==> src/rtl/msbc_pkg.sv <==
// Shared types, constants and saturation helper for the crossfeed unit.
// No dependencies; imported by regs, ctrl, dp and top; the checker names it by scope.
package msbc_pkg;

  localparam int SAMPLE_BITS_DEF = 24;
  localparam int COEF_FRAC_DEF   = 30;
  localparam int ST_W            = 48;
  localparam int WIDE_W          = 84;
  localparam int OUT_FRAC        = 31;
  localparam int PADDR_W         = 5;
  localparam int CFG_DW          = 32;

  localparam logic [15:0] IN_LVL_RST  = 16'd29491;
  localparam logic [15:0] OUT_LVL_RST = 16'd32768;
  localparam logic [31:0] B0_RST      = 32'h4000_0000;

  localparam logic signed [ST_W-1:0] ST_MAX = $signed({1'b0, {(ST_W-1){1'b1}}});
  localparam logic signed [ST_W-1:0] ST_MIN = ~ST_MAX;
  localparam logic signed [WIDE_W-1:0] WIDE_ST_MAX =
    $signed({{(WIDE_W-ST_W+1){1'b0}}, {(ST_W-1){1'b1}}});
  localparam logic signed [WIDE_W-1:0] WIDE_ST_MIN = ~WIDE_ST_MAX;

  typedef struct packed {
    logic [15:0] in_lvl;
    logic [15:0] out_lvl;
    logic [31:0] b0;
    logic [31:0] b1;
    logic [31:0] b2;
    logic [31:0] fb1;
    logic [31:0] fb2;
  } cfg_t;

  typedef enum logic [3:0] {
    MUL_NONE, MUL_MS, MUL_B0, MUL_B1, MUL_B2, MUL_FB1, MUL_FB2, MUL_SUM, MUL_DIFF
  } mul_op_e;

  typedef enum logic [3:0] {
    ACC_NONE, ACC_MS, ACC_B0, ACC_B1, ACC_FB1, ACC_B2, ACC_FB2, ACC_L, ACC_R
  } acc_op_e;

  typedef struct packed {
    logic    load;
    mul_op_e mul;
    acc_op_e acc;
  } cmd_t;

  function automatic logic signed [ST_W-1:0] sat_st(input logic signed [WIDE_W-1:0] v);
    logic signed [ST_W-1:0] r;
    if (v > WIDE_ST_MAX) begin
      r = ST_MAX;
    end else if (v < WIDE_ST_MIN) begin
      r = ST_MIN;
    end else begin
      r = $signed(v[ST_W-1:0]);
    end
    return r;
  endfunction

endpackage

==> src/rtl/msbc_ctrl.sv <==
// Sequencer: steps the shared multiplier pair through one sample pair
// and owns both handshakes. Depends on msbc_pkg.
module msbc_ctrl (
  input  logic           clk_i,
  input  logic           rst_ni,
  input  logic           in_valid_i,
  output logic           in_ready_o,
  output logic           out_valid_o,
  input  logic           out_ready_i,
  output msbc_pkg::cmd_t cmd_o
);
  import msbc_pkg::*;

  typedef enum logic [3:0] {
    ST_IDLE, ST_MS, ST_MSW, ST_B0, ST_B1, ST_FB1, ST_B2, ST_FB2, ST_OL, ST_OR, ST_FIN
  } state_e;

  state_e state_q, state_d;
  logic   out_valid_q, out_valid_d;
  logic   fin_go;
  logic   accept;

  assign fin_go      = (state_q == ST_FIN) && (!out_valid_q || out_ready_i);
  assign in_ready_o  = (state_q == ST_IDLE) || fin_go;
  assign accept      = in_valid_i && in_ready_o;
  assign out_valid_o = out_valid_q;

  always_comb begin
    state_d      = state_q;
    cmd_o.load   = accept;
    cmd_o.mul    = MUL_NONE;
    cmd_o.acc    = ACC_NONE;
    out_valid_d  = out_valid_q && !out_ready_i;
    case (state_q)
      ST_IDLE: begin
        if (accept) begin
          state_d = ST_MS;
        end
      end
      ST_MS: begin
        cmd_o.mul = MUL_MS;
        state_d   = ST_MSW;
      end
      ST_MSW: begin
        cmd_o.acc = ACC_MS;
        state_d   = ST_B0;
      end
      ST_B0: begin
        cmd_o.mul = MUL_B0;
        state_d   = ST_B1;
      end
      ST_B1: begin
        cmd_o.mul = MUL_B1;
        cmd_o.acc = ACC_B0;
        state_d   = ST_FB1;
      end
      ST_FB1: begin
        cmd_o.mul = MUL_FB1;
        cmd_o.acc = ACC_B1;
        state_d   = ST_B2;
      end
      ST_B2: begin
        cmd_o.mul = MUL_B2;
        cmd_o.acc = ACC_FB1;
        state_d   = ST_FB2;
      end
      ST_FB2: begin
        cmd_o.mul = MUL_FB2;
        cmd_o.acc = ACC_B2;
        state_d   = ST_OL;
      end
      ST_OL: begin
        cmd_o.mul = MUL_SUM;
        cmd_o.acc = ACC_FB2;
        state_d   = ST_OR;
      end
      ST_OR: begin
        cmd_o.mul = MUL_DIFF;
        cmd_o.acc = ACC_L;
        state_d   = ST_FIN;
      end
      ST_FIN: begin
        if (fin_go) begin
          cmd_o.acc   = ACC_R;
          out_valid_d = 1'b1;
          state_d     = accept ? ST_MS : ST_IDLE;
        end
      end
      default: begin
        state_d = ST_IDLE;
      end
    endcase
  end

  always_ff @(posedge clk_i or negedge rst_ni) begin
    if (!rst_ni) begin
      state_q     <= ST_IDLE;
      out_valid_q <= 1'b0;
    end else begin
      state_q     <= state_d;
      out_valid_q <= out_valid_d;
    end
  end

endmodule

==> config.mk <==
export PLATFORM = sky130hd
export DESIGN_NAME = msbc_ctrl
export DESIGN_NICKNAME = d
export VERILOG_FILES = /design/src/rtl/msbc_pkg.sv /design/src/rtl/msbc_ctrl.sv
export SDC_FILE = /design/constraint.sdc
export NUM_CORES = 1
export LEC_CHECK = 0
export BUFFER_PORTS_ARGS = -buffer_cell sky130_fd_sc_hd__buf_2
export CAP_MARGIN = 15
export CORE_AREA = 5 5 42 44
export DETAILED_ROUTE_END_ITERATION = 10
export DIE_AREA = 0 0 47 49
export PLACE_DENSITY = 0.55
export SETUP_SLACK_MARGIN = 0.02
export SLEW_MARGIN = 20
export SYNTH_ARGS = -nofsm -noshare
export SYNTH_HDL_FRONTEND = slang
export SYNTH_SLANG_ARGS = --single-unit
==> constraint.sdc <==
create_clock -name clk_i -period 1.35 [get_ports clk_i]
set_clock_uncertainty 0.15 [all_clocks]
set_input_delay 0.135 -clock clk_i [delete_from_list [all_inputs] [get_ports clk_i]]
set_output_delay 0.135 -clock clk_i [all_outputs]
set_load 0.005 [all_outputs]
; Word-level counts from Yosys, hierarchy flattened
; Index checks and enable logic that the tools add are counted.
[op_classes]
n_eq_ne = 12
mux = 9
reduce_logical = 9
[ops]
columns = op, n
row1 = $pmux W4 S8, 2
row2 = $pmux W4 S11, 1
row3 = $eq A4 B3 Y1 const B, 4
row4 = $eq A4 B4 Y1 const B, 3
row5 = $mux W4, 3
row6 = $eq A4 B2 Y1 const B, 2
row7 = $eq A4 B1 Y1 const B, 1
row8 = $logic_not A4 Y1, 1
row9 = $ne A2 B2 Y1 const B, 2
row10 = $logic_and A1 B1 Y1, 3
row11 = $mux W1, 3
row12 = $logic_not A1 Y1, 2
row13 = $logic_or A1 B1 Y1, 2
row14 = $reduce_and A2 Y1, 1
[totals]
reg_bits = 5
output_inout_bits = 11
wordCells = 32

; Longest topological paths before layout
[depth]
ltp_word = 8
mapped_depth = 5
depth_no_buf = 3

; Worst setup path before layout
; OpenSTA, ideal clock, no wires.
[synth_timing]
kind = flip-flop to flip-flop
startpoint = reg state_q[2]
endpoint = reg state_q[0]
setup_ns = 0.135
arrival_ns = 1.066
required_ns = 1.065
slack_ns = 0.000
stages_incl_launch_ff = 5
cell_sequence = dfrtp_1 > buf_6 > or4_1 > nand2_1 > a211oi_1
[synth_via]
elab_chain_len = 7
elab_cells_between_ends = 20
cone_classes = eq/ne: 12 / mux: 3 / reduce/logical: 5
[synth_lines]
columns = element, line_no
row1 = from (decl), msbc_ctrl.sv:18  ; state_e state_q, state_d;
row2 = from (signal assigned), msbc_ctrl.sv:100  ; state_q <= state_d;
row3 = $eq A4 B4 Y1, "msbc_ctrl.sv:23, msbc_ctrl.sv:34"
row4 = $logic_and A1 B1 Y1, msbc_ctrl.sv:23  ; assign fin_go = (state_q == ST_FIN) && (!out_valid_q || out_ready_i);
row5 = $logic_or A1 B1 Y1, msbc_ctrl.sv:24  ; assign in_ready_o = (state_q == ST_IDLE) || fin_go;
row6 = $logic_and A1 B1 Y1, msbc_ctrl.sv:25  ; assign accept = in_valid_i && in_ready_o;
row7 = $mux W1, msbc_ctrl.sv:86  ; state_d = accept ? ST_MS : ST_IDLE;
row8 = $mux W4, msbc_ctrl.sv:83  ; if (fin_go) begin
row9 = $pmux W4 S11, msbc_ctrl.sv:34  ; case (state_q)
; Parallel ways exist; a longest one is shown, timed or not. The select of a mux whose other input is x is not followed.
; A chain may end at the register's enable or synchronous reset.

==> impl_metrics.toml <==
[logic_synthesis]
seq_area_frac_synth_pct = 33.11
async_flop_share_pct = 100.0
synthCells = 48
syn_area_per_cell_um2 = 7.872
ys_seq_elements = 5
syn_area_um2 = 377.9
netlist-cell-type-count = 24
synth_nets = 52
yosysWarnings = 0
synth_edf_count = 0
yosys_most_used_dff = "dfrtp_1"

[floorplan]
fp.dieH_um = 49
row_count = 14
die_w_um = 47
die_area_um2 = 2303
top_level_ports = 15
core_um2 = 1401
start_util_pct = 26.96

[worst_setup_path]
cpPeakStageDelay_ns = 0.41
r2r_cells = 4
r2r_start = "state_q[3]"
timing_worst_setup_path_type = "reg -> out"
cp_top_family = "flip-flops"
critPathBufInv = 2
arrival_ns = 1.31
r2r_slack_ns = -0.10
crit_path_end_kind = "output port"
slowest_stage = "dfrtp_2"
critPathRequiredTime_ns = 1.07
worst_r2r_endpoint = "state_q[0]"
worstPathMaxFanout = 6
critPathLaunchType = "register"
path_cells = "buf_6 -> nand2b_4 -> a21oi_4 -> o2bb2ai_2 -> buf_2"

[power]
vdd_drop_max_mv = 1.370
power-per-cell-area_nw_per_um2 = 2833
power.leakage_uw = 0.0003491
fin_total_pwr_uw = 1975

[timing]
min_period_ns = 1.591
setup_ws_ns = -0.2411
worstMarginPinSlew_ns = 0.2613
hold_viol = 0
timing.final.crit_share_pct = 117.9
setup_viol = 11
slew_headroom_pct = 82.58
fin_setup_tns_ns = -2.059
fmax_mhz = 628.5
rsz0062_at_grt = "yes"
drv_slew = 0

[global_routing]
grt-ovfl-total = 0
grt_pass1_vias = 455
antenna_found_initial = 0
grt_start_max_net_pins = 9
grtUsageTotal_pct = 10.85
grt_pass1_wl_um = 1794

[final_layout]
nNetsFinal = 84
drive_gt1_share_pct = 65.82
fin_area_um2 = 696.9
n_antenna_cell = 0
area_growth_pct = 84.44
nFillCells = 139

[detailed_routing]
finalWirelength_um = 1271
vias_per_cell = 5.053
routed-via-count = 480
drtIter0Drc = 6
drtPass1Iterations = 4
routedWlPerCell_um = 13.38
ant_nets = 0
drc = 0

[clock_tree]
clk_latency_ns = 0.25
cts_root_buffer = "clkbuf_4"
clock_sinks = 5
numCtsBuffers = 3
cts_tree = "yes"
clkTransAtPathRegs_ns = 0.05
clock_path_buffers = 2
htree_levels = 1

[flow_run]
maxCapViolCount = 0

[placement]
placed_cell_area_um2 = 508.0
gp_congestion = 0.7426
dp_hpwl_um = 745.7
port_buffers = 14

[hold_path]
hold_start = "in_valid_i"
holdPathStages = 3
min_path_type = "in -> reg"
min_to = "state_q[0]"

[run_status]
status = "finished with violations"
violations = "setup timing"
==> synth_stat cells, types with 2 or more instances <==
master	n	area share, %
dfrtp_1	5	33
nand2b_1	3	5.0
nor2_1	6	6.0
xor2_1	2	4.6
nor3_1	2	2.6
a21oi_1	2	2.6
nand2_1	7	7.0
nor3b_1	2	4.0
buf_4	2	4.0
o31ai_1	2	4.0
o21ai_0	2	2.6
==> worst register-to-register path: stages (launching register included) <==
cell and delay [ns]:
dfrtp_2 0.44, buf_6 0.15, or4_1 0.46, nand2_1 0.08, a211oi_1 0.05
==> stage by stage <==
step           std cells  hold slack [ns]  util, %  setup slack, ns
2_1_floorplan         48          -0.3106        -          0.02344
3_3_place_gp          83          -0.1971    36.25         -0.05214
3_5_place_dp          83          -0.1980    36.25         -0.07891
4_1_cts               89         0.001790    44.20          -0.2182
5_1_grt               95         0.008392    49.73          -0.3119
6_report              95         0.001833    49.73          -0.2411
==> flip-flops by register name, summed over array words and instances (netlist names) <==
register and count:
out_valid_o 1, state_q 4
==> power breakdown <==
part	leakage (µW)	internal, µW	switching (µW)	total, µW
clock	0.0000150	112	67.7	180
sequential	0.0000584	236	143	379
combinational	0.000276	775	641	1420
total	0.000349	1120	852	1970
==> worst max path at each step <==
stage | from | endpoint | slack (ns) | cells after the start
after global placement | state_q[2] | cmd_o[5] | -0.05 | 4
after global routing | state_q[3] | cmd_o[5] | -0.31 | 5
final | state_q[3] | cmd_o[5] | -0.24 | 5
after CTS | state_q[2] | cmd_o[5] | -0.22 | 4
after floorplan | state_q[3] | cmd_o[8] | 0.02 | 5
after detailed placement | state_q[2] | cmd_o[5] | -0.08 | 4
==> placed cells by master (no fill, tap or decap), types with 2 or more instances in the layout <==
| cell type | synthesis | layout |
|---|---|---|
| buf_6 | 1 | 3 |
| xor2_1 | 2 | 2 |
| dfrtp_2 | 0 | 4 |
| nand2_1 | 7 | 6 |
| clkbuf_4 | 0 | 3 |
| nor2_1 | 6 | 3 |
| buf_4 | 2 | 14 |
| buf_2 | 1 | 14 |
| o31ai_1 | 2 | 2 |
| nand2b_4 | 0 | 2 |
| nor2_4 | 0 | 3 |
| nor3_2 | 0 | 2 |
==> area by class of cell <==
cell class	count	area, µm²	share of cell area, %
multi-input cells	37	297.8	42.73
repair buffers	32	219.0	31.42
flip-flops and latches	5	130.1	18.67
clock buffers	4	26.28	3.770
well taps	16	20.02	2.873
inverters	1	3.754	0.5386
==> timing repair <==
action	CTS	global route
setup buffers	1	6
endpoints found under the setup margin	11	12
hold buffers	1	0
hold endpoints to repair	5	0
resized for setup	22	7
pin swaps	1	5
==> logic make-up (layout without fill, tap and decap cells) <==
group                     Yosys count  after routing  synth area share, %
and+or+nand+nor                    23             23                29.80
AOI/OAI and AO/OA                  11             11                19.54
buffers and inverters               6             37                10.26
DFF                                 5              5                33.11
xor gates and xnor gates            2              2                4.637
muxes                               1              1                2.649
==> layer usage <==
layer  vias to the layer above  track usage [%]  share of wire [%]
met4                         0            1.382                2.0
met5                         -                0                  0
met1                       231            11.01                 39
li1                        228                -                  -
met3                         4            7.011                5.7
met2                        17            18.55                 53
Note: power is estimated with default switching activity, not from simulation.
