$ cat src/rtl/msbc_pkg.sv
// Shared types, constants and saturation helper for the crossfeed unit.
// No dependencies; imported by regs, ctrl, dp and top; the checker names it by scope.
package msbc_pkg;

  localparam int SAMPLE_BITS_DEF = 24;
  localparam int COEF_FRAC_DEF   = 30;
  localparam int ST_W            = 48;
  localparam int WIDE_W          = 84;
  localparam int OUT_FRAC        = 31;
  localparam int PADDR_W         = 5;
  localparam int CFG_DW          = 32;

  localparam logic [15:0] IN_LVL_RST  = 16'd29491;
  localparam logic [15:0] OUT_LVL_RST = 16'd32768;
  localparam logic [31:0] B0_RST      = 32'h4000_0000;

  localparam logic signed [ST_W-1:0] ST_MAX = $signed({1'b0, {(ST_W-1){1'b1}}});
  localparam logic signed [ST_W-1:0] ST_MIN = ~ST_MAX;
  localparam logic signed [WIDE_W-1:0] WIDE_ST_MAX =
    $signed({{(WIDE_W-ST_W+1){1'b0}}, {(ST_W-1){1'b1}}});
  localparam logic signed [WIDE_W-1:0] WIDE_ST_MIN = ~WIDE_ST_MAX;

  typedef struct packed {
    logic [15:0] in_lvl;
    logic [15:0] out_lvl;
    logic [31:0] b0;
    logic [31:0] b1;
    logic [31:0] b2;
    logic [31:0] fb1;
    logic [31:0] fb2;
  } cfg_t;

  typedef enum logic [3:0] {
    MUL_NONE, MUL_MS, MUL_B0, MUL_B1, MUL_B2, MUL_FB1, MUL_FB2, MUL_SUM, MUL_DIFF
  } mul_op_e;

  typedef enum logic [3:0] {
    ACC_NONE, ACC_MS, ACC_B0, ACC_B1, ACC_FB1, ACC_B2, ACC_FB2, ACC_L, ACC_R
  } acc_op_e;

  typedef struct packed {
    logic    load;
    mul_op_e mul;
    acc_op_e acc;
  } cmd_t;

  function automatic logic signed [ST_W-1:0] sat_st(input logic signed [WIDE_W-1:0] v);
    logic signed [ST_W-1:0] r;
    if (v > WIDE_ST_MAX) begin
      r = ST_MAX;
    end else if (v < WIDE_ST_MIN) begin
      r = ST_MIN;
    end else begin
      r = $signed(v[ST_W-1:0]);
    end
    return r;
  endfunction

endpackage

$ cat src/rtl/msbc_regs.sv
// APB-style configuration registers: levels and biquad coefficients.
// Depends on msbc_pkg.
module msbc_regs (
  input  logic                          clk_i,
  input  logic                          rst_ni,
  input  logic                          psel,
  input  logic                          penable,
  input  logic                          pwrite,
  input  logic [msbc_pkg::PADDR_W-1:0]  paddr,
  input  logic [msbc_pkg::CFG_DW-1:0]   pwdata,
  output logic [msbc_pkg::CFG_DW-1:0]   prdata,
  output logic                          pready,
  output msbc_pkg::cfg_t                cfg_o
);
  import msbc_pkg::*;

  typedef enum logic [PADDR_W-3:0] {
    REG_IN_LVL, REG_OUT_LVL, REG_B0, REG_B1, REG_B2, REG_FB1, REG_FB2
  } reg_idx_e;

  cfg_t     cfg_q;
  reg_idx_e idx;
  logic     wr_en;

  assign idx    = reg_idx_e'(paddr[PADDR_W-1:2]);
  assign wr_en  = psel && penable && pwrite;
  assign pready = 1'b1;
  assign cfg_o  = cfg_q;

  always_ff @(posedge clk_i or negedge rst_ni) begin
    if (!rst_ni) begin
      cfg_q.in_lvl  <= IN_LVL_RST;
      cfg_q.out_lvl <= OUT_LVL_RST;
      cfg_q.b0      <= B0_RST;
      cfg_q.b1      <= '0;
      cfg_q.b2      <= '0;
      cfg_q.fb1     <= '0;
      cfg_q.fb2     <= '0;
    end else if (wr_en) begin
      case (idx)
        REG_IN_LVL:  cfg_q.in_lvl  <= pwdata[15:0];
        REG_OUT_LVL: cfg_q.out_lvl <= pwdata[15:0];
        REG_B0:      cfg_q.b0      <= pwdata;
        REG_B1:      cfg_q.b1      <= pwdata;
        REG_B2:      cfg_q.b2      <= pwdata;
        REG_FB1:     cfg_q.fb1     <= pwdata;
        REG_FB2:     cfg_q.fb2     <= pwdata;
        default: begin
        end
      endcase
    end
  end

  always_comb begin
    case (idx)
      REG_IN_LVL:  prdata = {{(CFG_DW-16){1'b0}}, cfg_q.in_lvl};
      REG_OUT_LVL: prdata = {{(CFG_DW-16){1'b0}}, cfg_q.out_lvl};
      REG_B0:      prdata = cfg_q.b0;
      REG_B1:      prdata = cfg_q.b1;
      REG_B2:      prdata = cfg_q.b2;
      REG_FB1:     prdata = cfg_q.fb1;
      REG_FB2:     prdata = cfg_q.fb2;
      default:     prdata = '0;
    endcase
  end

endmodule

$ cat config.mk
export PLATFORM = sky130hd
export DESIGN_NAME = msbc_regs
export DESIGN_NICKNAME = d
export VERILOG_FILES = /design/src/rtl/msbc_pkg.sv /design/src/rtl/msbc_regs.sv
export SDC_FILE = /design/constraint.sdc
export NUM_CORES = 1
export LEC_CHECK = 0
export BUFFER_PORTS_ARGS = -buffer_cell sky130_fd_sc_hd__buf_2
export CORE_ASPECT_RATIO = 1.75
export CORE_MARGIN = 1
export CORE_UTILIZATION = 55
export CTS_CLUSTER_SIZE = 20
export DETAILED_ROUTE_END_ITERATION = 16
export PLACE_DENSITY = 0.85
export SLEW_MARGIN = 20
export SYNTH_ARGS = -nofsm -noshare
export SYNTH_HDL_FRONTEND = slang
export SYNTH_SLANG_ARGS = --single-unit
$ cat constraint.sdc
create_clock -name clk_i -period 2.06 [get_ports clk_i]
set_input_delay 0.206 -clock clk_i [delete_from_list [all_inputs] [get_ports clk_i]]
set_output_delay 0.206 -clock clk_i [all_outputs]
set_load 0.02 [all_outputs]
# --- After elaboration in Yosys (flattened, before gate mapping) ---
# Index checks and enable logic that the tools add are counted.
word_totals:
  reg_bits: 192
  in_bits: 42
  output_inout_bits: 225
  wordCells: 24
op_classes:
  n_eq_ne: 6
  n_mux: 1
  n_reduce_logical: 10
ops:
  columns: ["operator", "n"]
  rows:
  - ["32-bit case mux with 7 select lines", 1]
  - ["2-bit AND reduction", 7]
  - ["3-bit == test, second input constant", 3]
  - ["3-bit by 2-bit == test with 1-bit output, second input constant", 2]
  - ["3-bit by 1-bit == test with 1-bit output, second input constant", 1]
  - ["3-bit zero test", 1]
  - ["1-bit logical AND", 2]

# --- Depth between registers and ports, before layout ---
# Gate-level depths: netlist (run 1).
logic_depth:
  word_depth: 3
  depth_mapped: 6
  depth_no_buf: 3

# --- Worst setup path before layout (run 1) ---
# OpenSTA, ideal clock, no wires.
synth_path:
  path_type: "input -> output"
  from: "input paddr[3] in the netlist's numbering"
  to: "output prdata[13] in the netlist's numbering"
  t_arrival_ps: 1508
  required_time_ps: 1854
  setup_slack_ps: 346
  stages: 6
  n_path_buf: 3
  path_cell_list: "buf_2 -> buf_2 -> clkbuf_1 -> nand3_1 -> o21a_1 -> o221ai_1"
synth_via:
  elab_chain_cells: 2
  elab_cells_between_ends: 8
synth_lines:
  columns: ["element", "line", "source"]
  rows:
  - ["start, declared", "msbc_regs.sv:9", "input logic [msbc_pkg::PADDR_W-1:0] paddr,"]
  - ["3-bit == test (tied with other cells)", "msbc_regs.sv:55", "case (idx)"]
  - ["32-bit case mux with 7 select lines (*)", "msbc_regs.sv:55", null]
  - ["end, declared", "msbc_regs.sv:11", "output logic [msbc_pkg::CFG_DW-1:0] prdata,"]
# Mark *: on every way between the ends. The rest lies on a longest branch, timed or not.

# --- Worst setup path in the final report (run 1) ---
layout_path:
  from: "input paddr[3] in the netlist's numbering"
  to: "output prdata[16] in the netlist's numbering"
# The elaborated chain is that of the path after synthesis.

==> impl_metrics.py, run 1 <==
metrics = {
    "clock_tree": {
        "cts_made_buffers": 17,
        "clk_latency_ns": 0.42,
        "cts_setup_buffers": 0,
        "cts_sinks": 192,
        "cts_tree": "built",
        "htreeDepth": 4,
        "clock-root-buffer": "clkbuf_16",
        "cts_buffer_depth": 2,
        "clk_pin_slew_ns": 0.08,
    },
    "sta": {
        "whs_ns": 0.0608,
        "rsz0062_at_grt": "no",
        "fin_tns_setup_ns": 0,
        "slew_headroom": 0.315,
        "period_share": 0.951,
        "setup_slack_ns": 0.102,
        "skew_ns": 0,
        "tightest_slew_ns": 1.02,
        "fmax_mhz": 511,
        "finalHoldViolCount": 0,
        "period_minus_slack_ns": 1.96,
        "slew_viol_final": 0,
        "setup_viol": 0,
    },
    "global_routing": {
        "grt_antenna_before_repair": 2,
        "gr-total-overflow": 0,
        "grt_max_degree": 69,
        "grt_use_total": 0.292,
        "grt_pass1_wl_mm": 36.9,
        "grt_pass1_vias": 6629,
    },
    "critical_path": {
        "startpoint_type": "primary input",
        "rr_worst_depth": 1,
        "cp-end-kind": "output pin",
        "r2r_slack_ns": 1.25,
        "critPathArrivalTime_ns": 1.75,
        "cp_slowest_stage_delay_ns": 0.80,
        "critPathLaunch": "paddr[3]",
        "r2r-start": "cfg_o[67]",
        "crit_top_cell": "buf_2",
        "crit_path_top_delay_cell": "nor2b_2",
        "criticalPathCategory": "primary input to output pin",
        "crit_required_ns": 1.85,
        "worst-path-max-fanout": 18,
        "path_cells": "buf_2 -> nor2b_2 -> a22o_1 -> a221o_1 -> buf_2",
    },
    "synthesis": {
        "syn_nets": 669,
        "async_flop_share": 1.00,
        "synth-edff-count": 0,
        "synth_cell_types": 30,
        "seq_area_frac_synth": 0.551,
        "yosysTopAreaCell": "dfrtp_1",
        "avgSynthCellArea_um2": 14.0,
        "syn_inst": 627,
        "synth.area.top_cells": "dfrtp_1, mux2_2, mux2i_1, dfstp_2, a221o_1",
        "synthFlopType": "dfrtp_1",
        "yosys_warnings": 0,
        "synth_top_cells_by_count": "mux2_2, dfrtp_1, mux2i_1",
        "yosysMostFrequentCell": "mux2_2",
        "syn-cell-area_um2": 8750,
        "synth-seq-cells": 192,
        "yosysTopAreaCellShare": 0.518,
    },
    "route": {
        "routedWlPerCell_um": 21.7,
        "drc_errors": 0,
        "num_vias": 6434,
        "finalWirelength_mm": 23.7,
        "drt_first_pass_iters": 4,
        "drt_iter0_drc": 222,
        "vias_per_cell": 5.88,
        "final_antenna_net_count": 0,
    },
    "floorplanning": {
        "die_w_um": 97.3,
        "dieArea_um2": 16400,
        "start_util": 0.566,
        "io_pins": 267,
        "fp.coreArea_um2": 15500,
        "row_count": 60,
        "die_y_um": 169,
    },
    "finish": {
        "fin_nets": 936,
        "multiInputGateArea_um2": 3750,
        "fillerInstances": 1126,
        "stdcell_area_um2": 11100,
        "largest_reg_flops": 192,
        "drive_gt1_frac": 0.602,
        "area_growth_pct": 26.8,
        "final_util": 0.717,
        "regArea_um2": 4820,
        "final_cell_count_no_fill": 1095,
    },
    "worst_hold_path": {
        "hold_path_class": "primary input to flop",
        "hold_depth": 2,
        "hp-start": "pwdata[28]",
    },
    "placement": {
        "place.gp.congestion": 0.802,
        "placed_cell_area_um2": 10500,
        "port_buffers": 263,
        "placed_cells": 1060,
        "place_ws_ns": 0.118,
        "dpl.hpwl_mm": 16.3,
    },
    "power": {
        "p_leak_nw": 5.59,
        "p_total_mw": 11.9,
        "power_density_nw_per_um2": 1070,
        "ir_drop_v": 0.000812,
    },
    "status": {
        "status": "finished clean",
    },
    "flow_run": {
        "drv_cap": 0,
    },
}
worst paths after layout:
kind,end
worst max-delay path,prdata[16]
worst min-delay path,cfg_o[156]
worst max register to register,cfg_o[67]
worst min register to register,cfg_o[50]
max in group asynchronous,cfg_o[175]
min in group asynchronous,cfg_o[66]
power breakdown:
part           internal, mW  switching [mW]  total [mW]  leakage (nW)
registers              4.54           0.578        5.12          2.43
logic                  1.44            2.05        3.50          2.87
clock network          1.76            1.52        3.28         0.291
total                  7.74            4.16        11.9          5.59
critical path, delay by kind of cell:
| family | cells | cell delay (ns) |
|---|---|---|
| buf+inv | 2 | 0.33 |
| compound gates | 2 | 0.39 |
| simple gates | 1 | 0.80 |
final cells by class:
cell class | instances | share of cell area
sequential | 192 | 0.434
multi-input combinational | 388 | 0.339
timing repair buffer | 295 | 0.153
clock buffer | 19 | 0.0399
tap | 186 | 0.0210
clock inverter | 13 | 0.0127
antenna | 2 | 0.000451
kinds of logic (layout without fill, tap and decap cells):
group / count (synthesis) / after routing / synth area share
AND/OR/NAND/NOR: 66 / 66 / 0.0385
multiplexers: 251 / 251 / 0.317
AO/OA/AOI/OAI: 70 / 70 / 0.0688
other: 1 / 3 / 0.000429
flip-flops: 192 / 192 / 0.551
buffers and inverters: 47 / 327 / 0.0249
timing repair:
item,CTS,global route
hold endpoints to repair,59,0
gates resized for setup,0,0
hold buffers,1,0
setup endpoints to repair,0,0
cells in the final DEF, fill, tap and decap left out, drive strengths merged, types with 2 or more instances in the layout:
cell	count
a221o	15
a22o	15
a32oi	6
and2	3
buf	293
clkbuf	20
clkinv	4
dfrtp	181
dfstp	11
diode	2
inv	8
mux2	206
mux2i	45
nand2	15
nand2b	2
nand3	13
nand3b	3
nor2	20
nor2b	4
o211ai	3
o21a	16
o221ai	13
or3	2
metal layers:
metal | track usage | routed length, µm | vias up
met1 | 0.340 | 9000 | 3288
met5 | 0 | 0 | -
met4 | 0.115 | 605 | 0
met3 | 0.0595 | 1230 | 46
met2 | 0.526 | 12900 | 238
li1 | - | - | 2862
No activity file was read; power rests on OpenSTA's default activity.
==> run 2, diff against run 1 <==
--- a/config.mk
+++ b/config.mk
@@ -12,6 +12,7 @@
 export CTS_CLUSTER_SIZE = 20
 export DETAILED_ROUTE_END_ITERATION = 16
 export PLACE_DENSITY = 0.85
+export SETUP_SLACK_MARGIN = 0.2
 export SLEW_MARGIN = 20
 export SYNTH_ARGS = -nofsm -noshare
 export SYNTH_HDL_FRONTEND = slang
==> impl_metrics.py, run 2 (same netlist as run 1, synthesis figures left out) <==
metrics = {
    "status": {
        "status": "finished clean",
    },
    "sta": {
        "fmax_mhz": 556,
        "fin_tns_setup_ns": 0,
        "rsz0062_at_grt": "yes",
        "tightest_slew_ns": 0.590,
        "finalHoldViolCount": 0,
        "period_minus_slack_ns": 1.80,
        "setup_viol": 0,
        "period_share": 0.872,
        "skew_ns": 0,
        "slew_viol_final": 0,
        "slew_headroom": 0.607,
    },
    "floorplanning": {
        "io_pins": 267,
        "fp.coreArea_um2": 15500,
        "dieArea_um2": 16400,
        "die_y_um": 169,
        "die_w_um": 97.3,
        "start_util": 0.566,
        "row_count": 60,
    },
    "power": {
        "power_density_nw_per_um2": 1070,
        "p_total_mw": 11.9,
        "p_leak_nw": 5.60,
        "ir_drop_v": 0.000811,
    },
    "route": {
        "drc_errors": 0,
        "final_antenna_net_count": 0,
        "drt_iter0_drc": 224,
        "vias_per_cell": 5.86,
        "finalWirelength_mm": 23.7,
        "num_vias": 6412,
        "routedWlPerCell_um": 21.7,
        "drt_first_pass_iters": 4,
    },
    "finish": {
        "final_cell_mix": "buf_2, mux2_2, dfrtp_1, mux2i_1, buf_4",
        "area_growth_pct": 26.9,
        "largest_reg_flops": 192,
        "final_cell_count_no_fill": 1095,
        "fin_nets": 936,
        "final_common_cell": "buf_2",
        "drive_gt1_frac": 0.602,
    },
    "critical_path": {
        "worst-path-buf-inv": 1,
        "critical-path-top-delay-family": "flip-flops",
        "startpoint_type": "flop",
        "cp-end-kind": "output pin",
        "criticalPathCategory": "flop to output pin",
        "path_cells": "mux2i_1 -> o21a_1 -> o221ai_1 -> buf_2",
        "critPathArrivalTime_ns": 1.59,
        "crit_path_top_delay_cell": "dfstp_2",
        "crit_required_ns": 1.85,
        "worst-path-max-fanout": 3,
        "cp_slowest_stage_delay_ns": 0.55,
    },
    "flow_run": {
        "drv_cap": 0,
    },
    "clock_tree": {
        "clock-root-buffer": "clkbuf_16",
        "cts_made_buffers": 17,
        "cts_tree": "built",
        "htreeDepth": 4,
        "cts_buffer_depth": 2,
        "cts_setup_buffers": 0,
        "clk_pin_slew_ns": 0.08,
        "clk_latency_ns": 0.42,
        "cts_sinks": 192,
    },
    "placement": {
        "place.gp.congestion": 0.802,
        "port_buffers": 263,
        "dpl.hpwl_mm": 16.3,
        "placed_cells": 1060,
    },
    "global_routing": {
        "grt_max_degree": 69,
        "gr-total-overflow": 0,
        "grt_pass1_wl_mm": 36.9,
        "grt_use_total": 0.292,
        "grt_antenna_before_repair": 2,
        "grt_pass1_vias": 6629,
    },
    "worst_hold_path": {
        "hold_path_class": "primary input to flop",
    },
}
## run 2: cell counts in the layout (fill, tap and decap cells not counted)
No cell type changed its count.
## run 2: cell type report
cell class / instances / area [µm²]
well taps: 186 / 233
diodes: 2 / 5.00
clock inverters: 13 / 141
fillers: 1122 / 4360
flip-flops and latches: 192 / 4820
multi-input cells: 388 / 3760
repair buffers: 295 / 1700
clock buffers: 19 / 443
## run 2: report_power, final
group / leakage [nW] / switching, mW / internal, mW / total, mW
Combinational: 2.88 / 2.05 / 1.45 / 3.50
Sequential: 2.43 / 0.576 / 4.54 / 5.12
Clock: 0.291 / 1.53 / 1.76 / 3.28
Total: 5.60 / 4.16 / 7.74 / 11.9
## run 2: worst paths after layout
path,from,to,slack (ns),cells past startpoint
min,pwdata[28],cfg_o[156],0.06,2
max in group asynchronous,rst_ni,cfg_o[188],0.98,3
min reg2reg,cfg_o[50],cfg_o[50],0.53,1
max,cfg_o[176],prdata[0],0.26,4
min in group asynchronous,rst_ni,cfg_o[66],0.36,2
max reg2reg,cfg_o[67],cfg_o[67],1.25,1
## run 2: what timing repair did
action                                  in CTS  in global routing
hold buffers                                 1                  0
pin swaps                                    0                  0
endpoints found under the setup margin      15                 14
gates resized for setup                      1                  2
endpoints found under the hold margin       59                  0
cloned                                       0                  0
## run 2: per-stage QoR
step           hold slack (ns)  utilization  area [µm²]  setup WS, ns
2_1_floorplan          -0.0896            -        8750         0.346
3_3_place_gp             0.260        0.678       10500         0.141
3_5_place_dp             0.262        0.678       10500         0.118
4_1_cts                 0.0449        0.717       11100         0.214
5_1_grt                 0.0567        0.718       11100         0.163
6_report                0.0602        0.718       11100         0.263
## run 2: per-layer routing
layer | routed length (µm) | up-vias | part of all wire | global-route usage
li1 | - | 2858 | - | -
met1 | 9020 | 3287 | 0.38 | 0.340
met2 | 13000 | 225 | 0.55 | 0.526
met3 | 1190 | 42 | 0.050 | 0.0595
met4 | 566 | 0 | 0.024 | 0.115
met5 | 0 | - | 0 | 0
